## config.mk

```make
export PLATFORM = sky130hd
export DESIGN_NAME = sidc_front
export DESIGN_NICKNAME = d
export VERILOG_FILES = /design/src/hdl/sidc_pkg.sv /design/src/hdl/sidc_front.sv
export SDC_FILE = /design/constraint.sdc
export NUM_CORES = 1
export LEC_CHECK = 0
export BUFFER_PORTS_ARGS = -buffer_cell sky130_fd_sc_hd__buf_4
export CORE_MARGIN = 5
export CORE_UTILIZATION = 52
export CTS_CLUSTER_SIZE = 24
export DETAILED_ROUTE_END_ITERATION = 8
export PLACE_DENSITY_LB_ADDON = 0.08
export SYNTH_ARGS = -nofsm -noshare
export SYNTH_HDL_FRONTEND = slang
export SYNTH_SLANG_ARGS = --single-unit
```

## constraint.sdc

```tcl
create_clock -name clk -period 4.7 [get_ports clk]
set_input_delay 0.235 -clock clk [delete_from_list [all_inputs] [get_ports clk]]
set_output_delay 0.235 -clock clk [all_outputs]
set_load 0.02 [all_outputs]
```

## src/hdl/sidc_pkg.sv

```systemverilog
package sidc_pkg;

    localparam int LIST_DEPTH  = 1024;
    localparam int IDX_W       = (LIST_DEPTH > 1) ? $clog2(LIST_DEPTH) : 1;
    localparam int CNT_W       = $clog2(LIST_DEPTH + 1);
    localparam int CMD_W       = 2;
    localparam int ID_W        = 32;
    localparam int SCORE_W     = 32;
    localparam int QUEUE_DEPTH = 2;
    localparam int QPTR_W      = (QUEUE_DEPTH > 1) ? $clog2(QUEUE_DEPTH) : 1;

    typedef enum logic [CMD_W-1:0] {
        OP_CLEAR  = 2'd0,
        OP_APPEND = 2'd1,
        OP_TEST   = 2'd2,
        OP_SEEK   = 2'd3
    } sidc_op_t;

    typedef struct packed {
        sidc_op_t             op;
        logic [ID_W-1:0]      id;
        logic [SCORE_W-1:0]   score;
    } sidc_cmd_t;

endpackage

```

## src/hdl/sidc_front.sv

```systemverilog
module sidc_front (
    input  logic                        clk,
    input  logic                        rst_n,
    input  logic                        in_valid,
    output logic                        in_ready,
    input  logic [sidc_pkg::CMD_W-1:0]  cmd,
    input  logic [sidc_pkg::ID_W-1:0]   doc_id,
    input  logic [sidc_pkg::SCORE_W-1:0] score_in,
    output logic                        q_valid,
    input  logic                        q_pop,
    output sidc_pkg::sidc_cmd_t         q_head
);
    import sidc_pkg::*;

    sidc_cmd_t         slot_reg [QUEUE_DEPTH];
    logic [QPTR_W-1:0] wr_ptr_reg, wr_ptr_next;
    logic [QPTR_W-1:0] rd_ptr_reg, rd_ptr_next;
    logic [QPTR_W:0]   fill_reg, fill_next;
    sidc_cmd_t         word_in;
    logic              push;

    // classify the incoming word into an operation
    always_comb
    begin
        word_in.op    = sidc_op_t'(cmd);
        word_in.id    = doc_id;
        word_in.score = score_in;
    end

    assign in_ready = (fill_reg != (QPTR_W+1)'(QUEUE_DEPTH));
    assign push     = in_valid && in_ready;
    assign q_valid  = (fill_reg != '0);
    assign q_head   = slot_reg[rd_ptr_reg];

    always_comb
    begin
        wr_ptr_next = wr_ptr_reg;
        rd_ptr_next = rd_ptr_reg;
        fill_next   = fill_reg;
        if (push)
        begin
            wr_ptr_next = (wr_ptr_reg == QPTR_W'(QUEUE_DEPTH - 1)) ? '0
                                                                    : wr_ptr_reg + 1'b1;
        end
        if (q_pop)
        begin
            rd_ptr_next = (rd_ptr_reg == QPTR_W'(QUEUE_DEPTH - 1)) ? '0
                                                                    : rd_ptr_reg + 1'b1;
        end
        if (push && !q_pop)
        begin
            fill_next = fill_reg + 1'b1;
        end
        else if (!push && q_pop)
        begin
            fill_next = fill_reg - 1'b1;
        end
    end

    always_ff @(posedge clk or negedge rst_n)
    begin
        if (!rst_n)
        begin
            wr_ptr_reg <= '0;
            rd_ptr_reg <= '0;
            fill_reg   <= '0;
        end
        else
        begin
            wr_ptr_reg <= wr_ptr_next;
            rd_ptr_reg <= rd_ptr_next;
            fill_reg   <= fill_next;
        end
    end

    always_ff @(posedge clk)
    begin
        if (push)
        begin
            slot_reg[wr_ptr_reg] <= word_in;
        end
    end

endmodule

```

==> implementation parameters, run 1 <==
Parameter                              Value

Outcome
  Run status ... completed

Layout
  Leading cell types in the layout, fill and taps excluded ... 139 x sky130_fd_sc_hd__buf_4, 132 x sky130_fd_sc_hd__edfxtp_1, 68 x sky130_fd_sc_hd__dlygate4sd3_1
  Max reg flops ... 132
  Area growth from synthesis to layout ... 47.9%
  Diode count ... 0
  Final Instance Area ... 0.00750 mm2
  Leading cell type in the layout, fill and taps excluded ... sky130_fd_sc_hd__buf_4
  Share of layout cells above drive strength 1 ... 51.2%
  Nets@finish ... 513

STA
  Max-slew violations ... 0
  Endpoints failing setup ... 0
  Slew @ Worst Pin ... 1.08 ns
  Min Tclk post-route ... 2.50 ns
  Fraction of the cycle the final worst path needs ... 53.2%
  Number of hold-slack violations in the final timing report ... 0
  Setup TNS Final ... 0 ns
  Achievable Freq ... 400 MHz
  Setup repair after global routing missed its margin ... no
  Slew margin rel. ... between 20% and 30%
  Fin Clk Skew ... 0.00559 ns

Floorplanning
  Die Area ... about 0.012 mm2
  Starting density of the core ... 52.6%
  Chip Width ... 109 um
  Die height ... between 100 and 150 um
  I/O Pins ... 138
  Count of standard-cell rows ... 36
  Core area ... approximately 0.0096 mm2

Clock network
  Clock network latency to the later pin of the worst-skew pair ... a little over 0.5 ns
  H-tree depth ... 4
  Number of sinks handled by clock tree synthesis ... 136
  Number of buffers on the longest clock path ... 2
  CTS clock-pin slew for the worst setup and hold paths ... 0.05 ns
  Clk Tree Root Cell ... sky130_fd_sc_hd__clkbuf_8
  CTS tree ... built
  Total clock buffers created by CTS ... 17
  Cts repair resizes ... 0

Worst setup path
  Nature of the critical path endpoint ... output port
  Launching element type of the critical path ... flip-flop
  Highest fanout seen on the critical path ... 67
  Arrival time reported for the critical path endpoint ... 2.27 ns
  Critical path class ... reg -> out
  Worst path required time ... around 4.5 ns

Pwr
  Cell-internal power ... 0.00329 W
  Portion of total power attributed to combinational logic ... roughly a third
  Clock network fraction of total power ... 27.8%
  Sequential Power Share ... 40.0%
  Psw ... approximately 0.0014 W
  Ratio of total power to cell area ... 620 mW/mm2
  Switching Fraction ... 29.3%
  Worst vdd rail ir drop ... 443 uV
  Leakage ... between 2 and 3 nW

GRT
  Antenna violations before repair ... 0
  First-pass GRT wire length ... 14.7 mm
  Global Route Usage Sum ... between 10% and 20%
  Via count of the first global-routing pass ... roughly 3,000
  Total overflow reported by the global router ... 0
  Largest net degree at the start of global routing ... 68

Logic synthesis
  Synth unique cells ... 16
  Gate Count Post-Synth ... 223
  Largest cells by area after synthesis ... sky130_fd_sc_hd__edfxtp_1 78%, sky130_fd_sc_hd__mux2_4 8.9%, sky130_fd_sc_hd__mux2_2 8.0%
  Biggest area consumer among synthesized cells ... sky130_fd_sc_hd__edfxtp_1
  Number of storage elements in the synthesis netlist ... 136
  Cell area after technology mapping ... 0.00507 mm2
  Mapped Avg Cell Area ... 22.7 um2
  Warnings, synthesis ... 0
  Portion of synthesized cell area occupied by the leading cell type ... 78.2%
  Synthesized netlist net count ... 294
  Post-synthesis sequential area ratio ... 80.2%

Hold path
  Class of the most critical hold timing path ... in -> async

Drt
  Vias ... 2,773
  Wire per inst ... between 15 and 20 um
  Antenna viol nets, final ... 0
  DRC violation count after routing ... 0
  Routed via count divided by cell count ... 4.72
  Detailed Route WL ... around 9.6 mm
  DRC marker count from the first detailed-route iteration ... between 60 and 70
  Length of the first detailed-routing pass in iterations ... 4

Placed design
  Placed inst area ... around 0.0062 mm2
  Number of port buffers ... 137
  DPL Wire Length ... 5.72 mm
  Final weighted congestion in routability-driven placement ... 0.704

Job
  Max Cap Violations ... 0
-- path summary, 6_finish.rpt --
kind | start | endpoint | slack (ns) | cells after the start
max in group asynchronous | rst_n | rd_ptr_reg | 4.52 | 2
setup / recovery | rd_ptr_reg | q_head[50] | 2.20 | 2
hold reg to reg | fill_reg[1] | fill_reg[1] | 0.50 | 1
hold / removal | rst_n | rd_ptr_reg | 0.06 | 2
setup reg to reg | fill_reg[0] | slot_reg[0][48] | 2.42 | 4
min in group clk | in_valid | wr_ptr_reg | 0.12 | 3
-- worst max-delay path, cell delays in order (launching register included) --
cell,delay [ns]
sky130_fd_sc_hd__dfrtp_4,1.13
sky130_fd_sc_hd__mux2_2,0.42
sky130_fd_sc_hd__buf_4,0.16
-- layer usage --
metal | GRT usage [%] | part of all wire (%)
met3 | 6.45 | 7.1
met4 | 6.76 | 1.6
met2 | 30.0 | 52
met5 | 0 | 0
met1 | 19.0 | 39
-- Yosys cell counts --
| library cell | instances |
|---|---|
| sky130_fd_sc_hd__edfxtp_1 | 132 |
| sky130_fd_sc_hd__mux2_2 | 36 |
| sky130_fd_sc_hd__mux2_4 | 30 |
| sky130_fd_sc_hd__dfrtp_1 | 4 |
| sky130_fd_sc_hd__buf_2 | 3 |
| sky130_fd_sc_hd__buf_6 | 3 |
| sky130_fd_sc_hd__xor2_1 | 3 |
| sky130_fd_sc_hd__inv_1 | 2 |
| sky130_fd_sc_hd__nor2_1 | 2 |
| sky130_fd_sc_hd__xnor2_1 | 2 |
| sky130_fd_sc_hd__and3_1 | 1 |
| sky130_fd_sc_hd__buf_4 | 1 |
| sky130_fd_sc_hd__ha_1 | 1 |
| sky130_fd_sc_hd__nand2_1 | 1 |
| sky130_fd_sc_hd__nand2b_1 | 1 |
| sky130_fd_sc_hd__or2_2 | 1 |
-- power by group through the flow --
stage          registers, W  clock network [W]  logic (W)
2_1_floorplan       0.00175                  0    0.00104
3_3_place_gp        0.00188                  0    0.00146
3_5_place_dp        0.00189                  0    0.00146
4_1_cts             0.00187            0.00132    0.00151
5_1_grt             0.00189            0.00139    0.00158
6_report            0.00186            0.00129    0.00149
-- stage by stage --
step | setup WS [ns] | hold slack, ns | power, W | util (%) | instances
2_1_floorplan | 0.652 | -0.0606 | 0.00279 | - | 223
3_3_place_gp | 2.47 | 0.0341 | 0.00334 | 64.7 | 488
3_5_place_dp | 2.40 | 0.0350 | 0.00335 | 64.7 | 488
4_1_cts | 2.17 | 0.0296 | 0.00470 | 77.8 | 588
5_1_grt | 2.11 | 0.0406 | 0.00486 | 77.8 | 588
6_report | 2.20 | 0.0597 | 0.00465 | 77.8 | 588
-- kinds of logic after synthesis --
family | Yosys count | synth area share (%)
and+or+nand+nor | 6 | 0.593
buffers and inverters | 9 | 1.26
xor gates and xnor gates | 5 | 0.864
adders and majority gates | 1 | 0.247
muxes | 66 | 16.9
DFF | 136 | 80.2
-- cell type report --
class | count | area [um2]
fillers | 561 | 2140
multi-input cells | 78 | 951
clock inverters | 11 | 154
repair buffers | 207 | 1720
well taps | 133 | 166
clock buffers | 21 | 429
inverters | 2 | 7.51
flip-flops and latches | 136 | 4070
-- what timing repair did --
| item | in CTS | in global routing |
|---|---|---|
| hold buffers | 68 | 0 |
| endpoints found under the hold margin | 137 | 0 |
| setup buffers | 0 | 0 |
Power figures use the tool's default switching activity.
==> run 2: changes to the inputs <==
==> constraint.sdc (replaced) <==
create_clock -name clk -period 2.4 [get_ports clk]
set_input_delay 0.12 -clock clk [delete_from_list [all_inputs] [get_ports clk]]
set_output_delay 0.12 -clock clk [all_outputs]
set_load 0.02 [all_outputs]
==> run 2 against run 1 <==
  * Highest routed layer unchanged
  * Power grew 94%
  * First-iteration DRC count grew 98%
  * Worst hold slack improved by 0.28 ns
  * Largest cell class unchanged
==> implementation parameters, run 2 (synthesized netlist as in run 1, its figures left out) <==
Parameter                              Value

STA
  Fraction of the cycle the final worst path needs ... slightly above 90%
  Endpoints failing setup ... 0 (unchanged)
  Slew @ Worst Pin ... 0.576 ns (-0.500 ns)
  Achievable Freq ... 451 MHz
  Min Tclk post-route ... roughly 2.2 ns
  Setup repair after global routing missed its margin ... no
  Slew margin rel. ... 61.6% (+33 points)
  Setup TNS Final ... 0 ns (unchanged)
  Fin Clk Skew ... 0.00525 ns (-0.000344 ns)
  Max-slew violations ... 0 (unchanged)
  Number of hold-slack violations in the final timing report ... 0 (unchanged)

Pwr
  Leakage ... 2.97 nW (+0.79%)
  Ratio of total power to cell area ... 1190 mW/mm2 (+93%)
  Post-layout total power ... 0.00901 W (+94%)
  Worst vdd rail ir drop ... 738 uV (+66%)

Clock network
  CTS clock-pin slew for the worst setup and hold paths ... 0.06 ns (about the same)
  Total clock buffers created by CTS ... 17 (unchanged)
  Clock network latency to the later pin of the worst-skew pair ... 0.51 ns (about the same)
  Clk Tree Root Cell ... sky130_fd_sc_hd__clkbuf_8
  Number of buffers on the longest clock path ... 2 (unchanged)
  Number of sinks handled by clock tree synthesis ... 136 (unchanged)
  H-tree depth ... 4 (unchanged)
  Cts repair resizes ... 0 (unchanged)
  CTS tree ... built

Job
  Max Cap Violations ... 0 (unchanged)

GRT
  Total overflow reported by the global router ... 0 (unchanged)
  Global Route Usage Sum ... 17.6% (+0.46 points)
  First-pass GRT wire length ... 15.4 mm (+4.7%)
  Largest net degree at the start of global routing ... 43 (-37%)
  Via count of the first global-routing pass ... 3,086 (+3.5%)
  Antenna violations before repair ... 0 (unchanged)

Worst setup path
  Highest fanout seen on the critical path ... 33 (-51%)
  Critical path class ... reg -> out
  Cell breakdown of the critical path ... buf_4 > mux2_2 > buf_4
  Slowest Stage Delay on Critical Path ... 0.77 ns (-0.36 ns)
  Arrival time reported for the critical path endpoint ... 2.10 ns (-0.17 ns)
  Standard cell with the maximum stage delay on the critical path ... sky130_fd_sc_hd__dfrtp_4
  Worst path required time ... 2.28 ns (-2.19 ns)
  Crit path top cell by count ... sky130_fd_sc_hd__buf_4
  Launching element type of the critical path ... flip-flop
  Nature of the critical path endpoint ... output port

Layout
  Leading cell types in the layout, fill and taps excluded ... 141 x sky130_fd_sc_hd__buf_4, 132 x sky130_fd_sc_hd__edfxtp_1, 70 x sky130_fd_sc_hd__dlygate4sd3_1
  Diode count ... 0 (unchanged)
  Area growth from synthesis to layout ... 48.8%
  Share of layout cells above drive strength 1 ... 51.7% (+0.52 points)
  Max reg flops ... 132 (unchanged)
  Nets@finish ... 520 (+1.4%)
  Leading cell type in the layout, fill and taps excluded ... sky130_fd_sc_hd__buf_4

Drt
  Wire length on met1 ... 3.86 mm (+3.1%)
  Detailed Route WL ... 9.98 mm (+4.0%)
  DRC marker count from the first detailed-route iteration ... 123 (+98%)
  Top Layer Used ... met4
  Antenna viol nets, final ... 0 (unchanged)
  Wire per inst ... 16.8 um (+2.8%)
  Vias ... 2,817 (+1.6%)
  Routed via count divided by cell count ... 4.73 (+0.39%)
  DRC violation count after routing ... 0 (unchanged)
  Detailed route wirelength on metal2 ... 5.28 mm (+5.4%)
  Length of the first detailed-routing pass in iterations ... 4 (unchanged)
  Met3 layer wire length in the routed design ... 705 um (+3.2%)

Floorplanning
  Count of standard-cell rows ... 36 (unchanged)
  I/O Pins ... 138 (unchanged)
  Die height ... 109 um (unchanged)
  Starting density of the core ... 52.6% (unchanged)
  Die Area ... 0.0118 mm2 (unchanged)
  Chip Width ... 109 um (unchanged)
  Core area ... 0.00964 mm2 (unchanged)

Placed design
  Final weighted congestion in routability-driven placement ... 0.705 (+0.26%)
  Number of port buffers ... 137 (unchanged)
  DPL Wire Length ... 6.14 mm (+7.3%)

Hold path
  Class of the most critical hold timing path ... in -> reg

Outcome
  Run status ... completed
-- run 2: cell types whose count changed in the layout (fill, tap and decap cells not counted), sizes merged --
| cell | previous run | this run |
|---|---|---|
| clkinv | 7 | 10 |
| dlygate4sd3 | 68 | 70 |
| buf | 139 | 144 |
| bufinv | 4 | 2 |
| clkinvlp | 0 | 1 |
| clkbuf | 21 | 19 |
-- run 2: final cells by class --
class	count	area, um2
Clock inverter	13	111
Tap cell	133	166
Inverter	2	7.51
Clock buffer	19	422
Timing Repair Buffer	214	1820
Fill cell	563	2090
Multi-Input combinational cell	78	951
Sequential cell	136	4070
-- run 2: metal layers --
metal  vias to the layer above  global-route usage (%)
met4                         0                    6.04
met3                        13                    5.98
met1                      1373                    20.7
met2                        96                    30.4
met5                         -                       0
li1                       1335                       -
-- run 2: repair_timing --
action,in CTS,in global routing
hold buffers,70,0
hold endpoints to repair,138,0
buffers inserted,0,0
-- run 2: metrics by stage --
stage / cells / worst slack, ns / hold WS (ns) / cell area (um2) / util [%]
CTS: 595 / 0.130 / 0.309 / 7540 / 78.3
finish: 595 / 0.183 / 0.341 / 7540 / 78.3
global placement: 493 / 0.725 / -0.0789 / 6310 / 65.5
global route: 595 / 0.0886 / 0.326 / 7540 / 78.3
floorplan: 223 / 0.175 / -0.176 / 5080 / -
detailed placement: 493 / 0.681 / -0.0789 / 6310 / 65.5
-- run 2: worst paths after layout --
path                             start               to  slack [ns]  cells past startpoint
setup reg to reg           fill_reg[0]  slot_reg[0][14]        0.71                      4
setup / recovery            rd_ptr_reg       q_head[36]        0.18                      3
hold / removal              doc_id[28]  slot_reg[1][60]        0.34                      2
min in group asynchronous        rst_n      fill_reg[0]        0.51                      3
max in group asynchronous        rst_n       rd_ptr_reg        1.69                      3
hold reg to reg            fill_reg[1]      fill_reg[1]        0.49                      1
-- run 2: critical path, delay by kind of cell, from the launching register on --
kind / cells / cell delay [ns]
DFF: 1 / 0.77
muxes: 1 / 0.36
buffers and inverters: 2 / 0.45
-- run 2: report_power, final --
group          total, W  switching [W]  internal, W
sequential      0.00352       0.000265      0.00325
clock           0.00232       0.000878      0.00145
combinational   0.00316        0.00158      0.00159
